## config.mk

```make
export PLATFORM = sky130hd
export DESIGN_NAME = tsch_slot_schedule_table_core
export DESIGN_NICKNAME = d
export VERILOG_FILES = /design/src/rtl/tsst_pkg.sv /design/src/rtl/tsst_mod_unit.sv /design/src/rtl/tsch_slot_schedule_table_core.sv
export SDC_FILE = /design/constraint.sdc
export NUM_CORES = 2
export LEC_CHECK = 0
export BUFFER_PORTS_ARGS = -buffer_cell sky130_fd_sc_hd__buf_2
export CAP_MARGIN = 30
export CORE_MARGIN = 1.5
export CORE_UTILIZATION = 40
export CTS_CLUSTER_SIZE = 24
export DETAILED_ROUTE_END_ITERATION = 12
export SLEW_MARGIN = 10
export SYNTH_ARGS = -nofsm -noshare
export SYNTH_HDL_FRONTEND = slang
export SYNTH_SLANG_ARGS = --single-unit
```

## constraint.sdc

```tcl
create_clock -name aclk -period 18.2 [get_ports aclk]
set_input_delay 3.64 -clock aclk [delete_from_list [all_inputs] [get_ports aclk]]
set_output_delay 3.64 -clock aclk [all_outputs]
set_load 0.02 [all_outputs]
```

## src/rtl/tsst_pkg.sv

```systemverilog
package tsst_pkg;

    localparam logic [1:0] OP_ADD_FRAME = 2'd0;
    localparam logic [1:0] OP_ADD_LINK  = 2'd1;
    localparam logic [1:0] OP_QUERY     = 2'd2;

    localparam logic [2:0] ST_OK         = 3'd0;
    localparam logic [2:0] ST_HANDLE_USED = 3'd1;
    localparam logic [2:0] ST_NO_FRAME   = 3'd2;
    localparam logic [2:0] ST_SLOT_TAKEN = 3'd3;
    localparam logic [2:0] ST_FULL       = 3'd4;
    localparam logic [2:0] ST_ZERO_LEN   = 3'd5;

    localparam int OPT_TX_BIT = 0;

    // one link table entry, without its frame index
    typedef struct packed {
        logic [7:0]  opts;
        logic        kind;
        logic [63:0] addr;
        logic [15:0] slot;
        logic [15:0] chan;
    } link_data_t;

    // result record handed to the output register
    typedef struct packed {
        logic [2:0]  status;
        logic        found;
        logic [15:0] best_slot;
        logic [15:0] best_channel;
        logic [15:0] best_handle;
        logic [7:0]  best_options;
        logic        best_kind;
        logic [63:0] best_address;
        logic [15:0] slots_to_next;
    } result_t;

endpackage

```

## src/rtl/tsst_mod_unit.sv

```systemverilog
// Unsigned 40-bit by 16-bit remainder, restoring, one quotient bit per cycle.
module tsst_mod_unit
    import tsst_pkg::*;
(
    input  logic        aclk,
    input  logic        aresetn,
    input  logic        start,
    input  logic [39:0] dividend,
    input  logic [15:0] divisor,
    output logic        done,
    output logic [15:0] remainder
);

    logic [39:0] shift_reg, shift_next;
    logic [16:0] rem_reg, rem_next;
    logic [5:0]  cnt_reg, cnt_next;
    logic        busy_reg, busy_next;
    logic        done_reg, done_next;
    logic [16:0] trial;
    logic [17:0] diff;

    assign trial = {rem_reg[15:0], shift_reg[39]};
    assign diff  = {1'b0, trial} - {2'b00, divisor};

    always_comb begin
        shift_next = shift_reg;
        rem_next   = rem_reg;
        cnt_next   = cnt_reg;
        busy_next  = busy_reg;
        done_next  = 1'b0;
        if (start) begin
            shift_next = dividend;
            rem_next   = '0;
            cnt_next   = 6'd0;
            busy_next  = 1'b1;
        end else if (busy_reg) begin
            shift_next = {shift_reg[38:0], 1'b0};
            rem_next   = diff[17] ? trial : diff[16:0];
            cnt_next   = cnt_reg + 6'd1;
            if (cnt_reg == 6'd39) begin
                busy_next = 1'b0;
                done_next = 1'b1;
            end
        end
    end

    always_ff @(posedge aclk) begin
        if (!aresetn) begin
            busy_reg <= 1'b0;
            done_reg <= 1'b0;
            cnt_reg  <= '0;
        end else begin
            busy_reg <= busy_next;
            done_reg <= done_next;
            cnt_reg  <= cnt_next;
        end
        shift_reg <= shift_next;
        rem_reg   <= rem_next;
    end

    assign done      = done_reg;
    assign remainder = rem_reg[15:0];

endmodule

```

## src/rtl/tsch_slot_schedule_table_core.sv

```systemverilog
// TSCH slot schedule table.
// Input channel s_*: one operation per transfer (add slotframe, add link,
// query by absolute slot number). Result channel m_*: exactly one result
// transfer per input transfer, in order.
// Steps from the input transfer to m_valid:
//   add slotframe: the frame table is in flip-flops.
//   add link:      the link memory is read one entry per cycle for the
//                  duplicate-slot scan.
//   query:         waits on a bit-serial remainder unit for each valid
//                  slotframe, then the link memory is scanned one entry
//                  per cycle.
// s_ready rises with m_valid. One operation is in flight at a time. The
// result sits in an output register; a new input is taken while it waits,
// and the next result waits for m_ready. Reset clears all valid marks;
// link contents stay undefined.
module tsch_slot_schedule_table_core
    import tsst_pkg::*;
#(
    parameter int MAX_FRAMES = 4,
    parameter int MAX_LINKS  = 32
) (
    input  logic        aclk,
    input  logic        aresetn,
    input  logic        s_valid,
    output logic        s_ready,
    input  logic [1:0]  s_opcode,
    input  logic [15:0] s_frame_handle,
    input  logic [15:0] s_frame_length,
    input  logic [7:0]  s_options_in,
    input  logic        s_kind_in,
    input  logic [63:0] s_neighbor_address,
    input  logic [15:0] s_slot_in,
    input  logic [15:0] s_channel_in,
    input  logic [39:0] s_slot_number,
    output logic        m_valid,
    input  logic        m_ready,
    output logic [2:0]  m_status,
    output logic        m_found,
    output logic [15:0] m_best_slot,
    output logic [15:0] m_best_channel,
    output logic [15:0] m_best_handle,
    output logic [7:0]  m_best_options,
    output logic        m_best_kind,
    output logic [63:0] m_best_address,
    output logic [15:0] m_slots_to_next
);

    localparam int FW = (MAX_FRAMES > 1) ? $clog2(MAX_FRAMES) : 1;
    localparam int LW = (MAX_LINKS > 1) ? $clog2(MAX_LINKS) : 1;
    localparam int LCW = $clog2(MAX_LINKS + 1);
    localparam int FCW = $clog2(MAX_FRAMES + 1);

    localparam logic [2:0] S_IDLE  = 3'd0;
    localparam logic [2:0] S_MOD   = 3'd1;
    localparam logic [2:0] S_MODW  = 3'd2;
    localparam logic [2:0] S_SCAN  = 3'd3;
    localparam logic [2:0] S_LAST  = 3'd4;
    localparam logic [2:0] S_FIN   = 3'd5;

    // frame table and link valid marks in flip-flops
    logic [MAX_FRAMES-1:0] fvalid_reg;
    logic [15:0]           fid_reg  [MAX_FRAMES];
    logic [15:0]           fsize_reg[MAX_FRAMES];
    logic [15:0]           fcur_reg [MAX_FRAMES];
    logic [MAX_LINKS-1:0]  lvalid_reg;

    // link memory: entry data plus frame index
    link_data_t      ldata_mem [MAX_LINKS];
    logic [FW-1:0]   lframe_mem[MAX_LINKS];
    link_data_t      rd_data;
    logic [FW-1:0]   rd_frame;
    logic [LW-1:0]   rd_addr;
    logic            wr_en;
    logic [LW-1:0]   wr_addr;

    // latched request
    logic [1:0]  op_reg;
    logic [15:0] handle_reg, length_reg, slot_reg, chan_reg;
    logic [7:0]  opts_reg;
    logic        kind_reg;
    logic [63:0] addr_reg;
    logic [39:0] asn_reg;

    logic [2:0]     state_reg;
    logic [LCW-1:0] idx_reg;      // read issue index
    logic [LW-1:0]  prev_reg;     // index of entry now on rd_data
    logic [FCW-1:0] fidx_reg;
    logic [FW-1:0]  hit_frame_reg;
    logic           dup_reg;
    logic           best_ok_reg;
    logic           best_tx_reg;
    logic [15:0]    best_hdl_reg;
    link_data_t     best_reg;
    logic [15:0]    earliest_reg;
    result_t        res_reg;
    result_t        res_next;
    logic           res_valid_reg;

    logic        mod_start, mod_done;
    logic [15:0] mod_rem;

    tsst_mod_unit u_mod (
        .aclk      (aclk),
        .aresetn   (aresetn),
        .start     (mod_start),
        .dividend  (asn_reg),
        .divisor   (fsize_reg[fidx_reg[FW-1:0]]),
        .done      (mod_done),
        .remainder (mod_rem)
    );

    // frame lookup by handle
    logic          fhit;
    logic [FW-1:0] fhit_idx;
    logic          ffree;
    logic [FW-1:0] ffree_idx;
    always_comb begin
        fhit = 1'b0;
        fhit_idx = '0;
        ffree = 1'b0;
        ffree_idx = '0;
        for (int i = MAX_FRAMES - 1; i >= 0; i--) begin
            if (fvalid_reg[i] && fid_reg[i] == handle_reg) begin
                fhit = 1'b1;
                fhit_idx = FW'(i);
            end
            if (!fvalid_reg[i]) begin
                ffree = 1'b1;
                ffree_idx = FW'(i);
            end
        end
    end

    // lowest free link entry
    logic          lfree;
    logic [LW-1:0] lfree_idx;
    always_comb begin
        lfree = 1'b0;
        lfree_idx = '0;
        for (int i = MAX_LINKS - 1; i >= 0; i--) begin
            if (!lvalid_reg[i]) begin
                lfree = 1'b1;
                lfree_idx = LW'(i);
            end
        end
    end

    assign s_ready = (state_reg == S_IDLE);
    // one op in flight; output register holds its result
    logic s_fire;
    assign s_fire = s_valid && s_ready;
    // finish step proceeds once the output register is free or being drained
    logic fin_go;
    assign fin_go = (state_reg == S_FIN) && (!res_valid_reg || m_ready);

    assign rd_addr = idx_reg[LW-1:0];
    assign mod_start = (state_reg == S_MOD);
    assign wr_addr = lfree_idx;
    assign wr_en = fin_go && (op_reg == OP_ADD_LINK) && fhit
                   && !dup_reg && lfree;

    // link memory ports
    always_ff @(posedge aclk) begin
        if (wr_en) begin
            ldata_mem[wr_addr]  <= '{opts: opts_reg, kind: kind_reg, addr: addr_reg,
                                     slot: slot_reg, chan: chan_reg};
            lframe_mem[wr_addr] <= fhit_idx;
        end
        rd_data  <= ldata_mem[rd_addr];
        rd_frame <= lframe_mem[rd_addr];
    end

    // per-entry evaluation of the entry on rd_data
    logic        ent_ok;
    logic [15:0] ent_cur, ent_size;
    logic [16:0] ent_dist_w;
    logic [15:0] ent_dist;
    logic        ent_match, ent_tx, ent_take;
    assign ent_ok   = lvalid_reg[prev_reg] && fvalid_reg[rd_frame];
    assign ent_cur  = fcur_reg[rd_frame];
    assign ent_size = fsize_reg[rd_frame];
    assign ent_dist_w = (rd_data.slot > ent_cur)
                        ? {1'b0, rd_data.slot - ent_cur}
                        : {1'b0, ent_size} + {1'b0, rd_data.slot} - {1'b0, ent_cur};
    assign ent_dist  = ent_dist_w[15:0];
    assign ent_match = ent_ok && (rd_data.slot == ent_cur);
    assign ent_tx    = rd_data.opts[OPT_TX_BIT];
    assign ent_take  = ent_match && (!best_ok_reg || (ent_tx && !best_tx_reg)
                       || (ent_tx == best_tx_reg && fid_reg[rd_frame] < best_hdl_reg));

    logic scan_on;
    assign scan_on = (state_reg == S_SCAN && idx_reg != '0) || state_reg == S_LAST;

    // result record built for the finish step
    always_comb begin
        res_next = '0;
        unique case (op_reg)
            OP_ADD_FRAME: begin
                if (fhit) res_next.status = ST_HANDLE_USED;
                else if (length_reg == '0) res_next.status = ST_ZERO_LEN;
                else if (!ffree) res_next.status = ST_FULL;
            end
            OP_ADD_LINK: begin
                if (!fhit) res_next.status = ST_NO_FRAME;
                else if (dup_reg) res_next.status = ST_SLOT_TAKEN;
                else if (!lfree) res_next.status = ST_FULL;
            end
            OP_QUERY: begin
                res_next.slots_to_next = earliest_reg;
                if (best_ok_reg) begin
                    res_next.found        = 1'b1;
                    res_next.best_slot    = best_reg.slot;
                    res_next.best_channel = best_reg.chan;
                    res_next.best_handle  = best_hdl_reg;
                    res_next.best_options = best_reg.opts;
                    res_next.best_kind    = best_reg.kind;
                    res_next.best_address = best_reg.addr;
                end
            end
            default: ;
        endcase
    end

    always_ff @(posedge aclk) begin
        if (!aresetn) begin
            state_reg     <= S_IDLE;
            fvalid_reg    <= '0;
            lvalid_reg    <= '0;
            res_valid_reg <= 1'b0;
        end else begin
            res_valid_reg <= fin_go || (res_valid_reg && !m_ready);
            unique case (state_reg)
                S_IDLE: begin
                    if (s_fire) begin
                        idx_reg      <= '0;
                        fidx_reg     <= '0;
                        dup_reg      <= 1'b0;
                        best_ok_reg  <= 1'b0;
                        earliest_reg <= '0;
                        if (s_opcode == OP_QUERY)
                            state_reg <= S_MOD;
                        else if (s_opcode == OP_ADD_LINK)
                            state_reg <= S_SCAN;
                        else
                            state_reg <= S_FIN;
                    end
                end
                S_MOD: state_reg <= S_MODW;
                S_MODW: begin
                    if (fidx_reg == FCW'(MAX_FRAMES)) begin
                        state_reg <= S_SCAN;
                    end else if (!fvalid_reg[fidx_reg[FW-1:0]]) begin
                        fcur_reg[fidx_reg[FW-1:0]] <= '0;
                        fidx_reg <= fidx_reg + 1'b1;
                        state_reg <= (fidx_reg == FCW'(MAX_FRAMES - 1)) ? S_SCAN : S_MOD;
                    end else if (mod_done) begin
                        fcur_reg[fidx_reg[FW-1:0]] <= mod_rem;
                        fidx_reg <= fidx_reg + 1'b1;
                        state_reg <= (fidx_reg == FCW'(MAX_FRAMES - 1)) ? S_SCAN : S_MOD;
                    end
                end
                S_SCAN, S_LAST: begin
                    if (state_reg == S_SCAN) begin
                        prev_reg <= idx_reg[LW-1:0];
                        if (idx_reg == LCW'(MAX_LINKS - 1))
                            state_reg <= S_LAST;
                        else
                            idx_reg <= idx_reg + 1'b1;
                    end else begin
                        state_reg <= S_FIN;
                    end
                    if (scan_on && ent_ok) begin
                        if (op_reg == OP_ADD_LINK) begin
                            if (rd_frame == hit_frame_reg && rd_data.slot == slot_reg)
                                dup_reg <= 1'b1;
                        end else begin
                            if (ent_take) begin
                                best_ok_reg  <= 1'b1;
                                best_tx_reg  <= ent_tx;
                                best_hdl_reg <= fid_reg[rd_frame];
                                best_reg     <= rd_data;
                            end
                            if (earliest_reg == '0 || ent_dist < earliest_reg)
                                earliest_reg <= ent_dist;
                        end
                    end
                end
                S_FIN: begin
                    if (fin_go) begin
                        res_reg <= res_next;
                        if (op_reg == OP_ADD_FRAME && res_next.status == ST_OK) begin
                            fvalid_reg[ffree_idx] <= 1'b1;
                            fid_reg[ffree_idx]    <= handle_reg;
                            fsize_reg[ffree_idx]  <= length_reg;
                        end
                        if (wr_en)
                            lvalid_reg[lfree_idx] <= 1'b1;
                        state_reg <= S_IDLE;
                    end
                end
                default: state_reg <= S_IDLE;
            endcase
        end
    end

    // request capture; frame index for link scans taken once frame table is stable
    always_ff @(posedge aclk) begin
        if (s_fire) begin
            op_reg     <= s_opcode;
            handle_reg <= s_frame_handle;
            length_reg <= s_frame_length;
            opts_reg   <= s_options_in;
            kind_reg   <= s_kind_in;
            addr_reg   <= s_neighbor_address;
            slot_reg   <= s_slot_in;
            chan_reg   <= s_channel_in;
            asn_reg    <= s_slot_number;
        end
        hit_frame_reg <= fhit_idx;
    end

    assign m_valid         = res_valid_reg;
    assign m_status        = res_reg.status;
    assign m_found         = res_reg.found;
    assign m_best_slot     = res_reg.best_slot;
    assign m_best_channel  = res_reg.best_channel;
    assign m_best_handle   = res_reg.best_handle;
    assign m_best_options  = res_reg.best_options;
    assign m_best_kind     = res_reg.best_kind;
    assign m_best_address  = res_reg.best_address;
    assign m_slots_to_next = res_reg.slots_to_next;

    // a stalled result holds steady
    a_hold_stable: assert property (@(posedge aclk) disable iff (!aresetn)
        (m_valid && !m_ready) |=> (m_valid && $stable(res_reg)))
        else $error("result changed while stalled");
    // a result appears only from the finish step
    a_result_src: assert property (@(posedge aclk) disable iff (!aresetn)
        $rose(m_valid) |-> $past(state_reg) == S_FIN) else $error("stray result");
    // query results report ok
    a_found_ok: assert property (@(posedge aclk) disable iff (!aresetn)
        (m_valid && m_found) |-> m_status == ST_OK) else $error("found with error");

endmodule
```

==> reports/qor.txt <==
status -> complete, no violations
Least-Margin Pin Slew -> 1.080 ns
Hold Worst Slack -> 0.3803 ns
Worst slew margin -> 28.01%
clk_skew -> 0.1015 ns
TritonRoute pass-1 iters -> 5
crit-path cells -> buf_2 > nor2b_1 > nor2_1 > o211ai_1 > o21ba_2 > nand4_1 > buf_8 > nor2_4 > buf_4 > buf_4
largest net degree at the start of global routing -> 164
max FFs per register -> 3,360
most frequent cells in the layout -> edfxtp_1 (4,129), mux4_2 (1,146), clkbuf_16 (448)
RSZ-0062 raised after global routing -> false
Die X -> 643.3 um
Synth cell types -> 79
critical-path maximum fanout -> 46
register bit total from synthesis -> 4,304
Longest Clk Path Bufs -> 4
gr ovfl total -> 0
FILL cells -> 33,205
CP max stage cell -> buf_4
post-DP HPWL -> 223,900 um
H-tree depth -> 5
Crit Path Class -> in -> reg
Final period util -> 39.01%
clk slew on worst S/H paths -> 0.06 ns
CTS tree -> built
ys flop type -> edfxtp_1
via count -> 76,028
Initial Utilization -> 40.26%
Core Rows -> 234
Top delay family on crit path -> buffers and inverters
Worst Path Buf+Inv -> 4
cell count after synthesis -> 7,127
Combinational Power Share -> 12.6%
clock root buffer -> clkbuf_16
antenna-violating nets left -> 0
CTS Buf Count -> 430
Startpoint Class -> primary input
vias in the first global route -> 78,449
1st-iter DRT viols -> 8,332
final slew viol count -> 0
Global Route met2 Usage -> 31.83%
setup_tns -> 0 ns
placed cells -> 12,757
Highest Clock Rate -> 140.8 MHz
Final setup viols -> 0
io pins -> 326
layer with the highest usage -> met2
Synthesized Nets -> 7,414
DRC viols -> 0
Most common cell on crit path -> buf_4
Mapped Area -> 164,000 um^2
post_cts resized -> 0
vias per cell -> 5.578
routability cong. -> 0.8244
Worst Path Required -> 18.76 ns
clk_lat worst skew -> 1.01 ns
GR Layer Usage met3 -> 3.340%
CP Capture Type -> register
Clock Sinks -> 4,304
average size of a mapped cell -> 23.01 um^2
WP data arrival -> 7.66 ns
register share of total power -> 50.1%
fraction of layout cells with a size suffix above 1 -> 31.02%
commonest non-fill, non-tap cell in the layout -> edfxtp_1
CP peak stage delay -> 0.88 ns
WL final -> 403,900 um
initial antenna violation count -> 27
area of the core -> 407,300 um^2
Die H -> 643.3 um
Static Leak -> 60.76 nW
GR met1 Demand/Resource -> 26.70%
GRT Overall Usage -> 19.28%
post-synthesis sequential area ratio -> 77.75%
port bufs -> 325
yosys warns -> 0
CTS hold repair buffers -> 0
Cell Int Power -> 0.01772 W
Pwr Density -> 124.2 nW/um^2
Total Power -> 0.02351 W
global-route wire length before repair -> 576,400 um
number of hold violations in the final report -> 0
average wire per standard cell -> 29.63 um
peak supply drop -> 0.09873 mV
Max Cap Viol -> 0
Layout area overhead -> 15.42%
# Post-CTS Setup Buffers -> 0
Post-synth ARST share -> 0%
fin cells -> 13,631
nets -> 8,110
die footprint -> 413,800 um^2
Post-synth EDFFs -> 4,129
Switch Pwr -> 0.005797 W
Clk pwr share -> 37.2%
Hold Crit Class -> reg -> reg
Tmin final -> 7.100 ns
Sw Ratio -> 24.65%
## layer usage
| metal | wire length [um] | part of all wire, % |
|---|---|---|
| met5 | 33 | 0.0082 |
| met2 | 198100 | 49 |
| met4 | 10030 | 2.5 |
| met3 | 27460 | 6.8 |
| met1 | 168200 | 42 |
## cells in the mapped netlist, types with 3 or more instances
master    count  area, um^2
clkbuf_1    227       852.1
nand4_1      28       175.2
o31ai_1       4       30.03
xnor2_1      43       376.6
inv_1       101       379.1
o21a_1       46       345.3
o21ai_0      46       230.2
nand3b_1      3       22.52
or3_1         5       31.28
and4_1        5       43.79
and3_1      128       800.8
o22ai_1       4       25.02
a31o_2        3       26.28
dfxtp_1     175        3503
nor2_1       89       334.1
a31oi_1      10       62.56
o211ai_1      5       37.54
nand2_1     185       694.4
nand2b_1     13       81.33
a21o_1       24       180.2
o31a_1        4       35.03
nor3b_1       9       67.56
edfxtp_1   4129      124000
buf_2        58       290.3
o22a_1        3       26.28
a21oi_1      63       315.3
nand3_1      18       90.09
nor4_1       31       193.9
nor2b_1      17       106.4
ha_1         87        1089
buf_1        42       157.7
mux2i_1      17       170.2
nor3_1       32       160.2
a211oi_1      9       67.56
or4_1         3       22.52
fa_1         17       340.3
mux2_2      111        1250
a21boi_0      8       60.06
o21bai_1      5       37.54
mux4_2     1146       25810
and2_1       50       312.8
xor2_1       80       700.7
## power by group through the flow
stage / logic (W) / clock network, W / registers, W
6_report: 0.00297 / 0.00876 / 0.0118
5_1_grt: 0.00320 / 0.00929 / 0.0118
4_1_cts: 0.00279 / 0.00893 / 0.0119
3_5_place_dp: 0.00278 / 0 / 0.0121
3_3_place_gp: 0.00260 / 0 / 0.0122
2_1_floorplan: 0.00176 / 0 / 0.0120
## cells by family (layout without fill, tap and decap cells)
logic type	count (synthesis)	in the layout	share of synthesized area (%)
AO/OA/AOI/OAI	264	264	1.099
XOR/XNOR	123	123	0.6570
adder cells (fa/ha/maj)	104	104	0.8714
buffers and inverters	431	1499	1.040
flip-flops	4304	4304	77.75
multiplexers	1274	1274	16.61
other	0	8	0
AND/OR/NAND/NOR	627	627	1.976
## worst paths after layout
check,slack (ns),cells after the start,to,start
setup / recovery,11.10,10,ldata_mem[10][48]$_DFFE_PP_,m_ready
hold / removal,0.38,0,best_reg[11]$_DFFE_PP_,rd_data[11]$_DFF_P_
hold reg to reg,0.38,0,best_reg[11]$_DFFE_PP_,rd_data[11]$_DFF_P_
setup reg to reg,11.89,20,earliest_reg[5]$_SDFFCE_PP0P_,rd_frame[0]$_DFF_P_
## through the flow
stage                     worst slack, ns  utilization, %  area [um^2]
after floorplan                     5.167               -       164000
after global routing                10.91           46.47       189300
final                               11.10           46.47       189300
after detailed placement            10.09           42.70       173900
after global placement              9.363           42.42       172800
after CTS                           11.09           46.14       187900
## cell type report
cell class	instances	area (um^2)	share of cell area [%]
antenna	8	20.02	0.01058
multi-input combinational	2392	35010	18.50
inverter	102	390.4	0.2063
timing repair buffer	593	5532	2.923
clock inverter	253	2485	1.313
clock buffer	551	11540	6.096
sequential	4304	127500	67.36
tap	5428	6792	3.588
(Power assumes the default switching activity.)
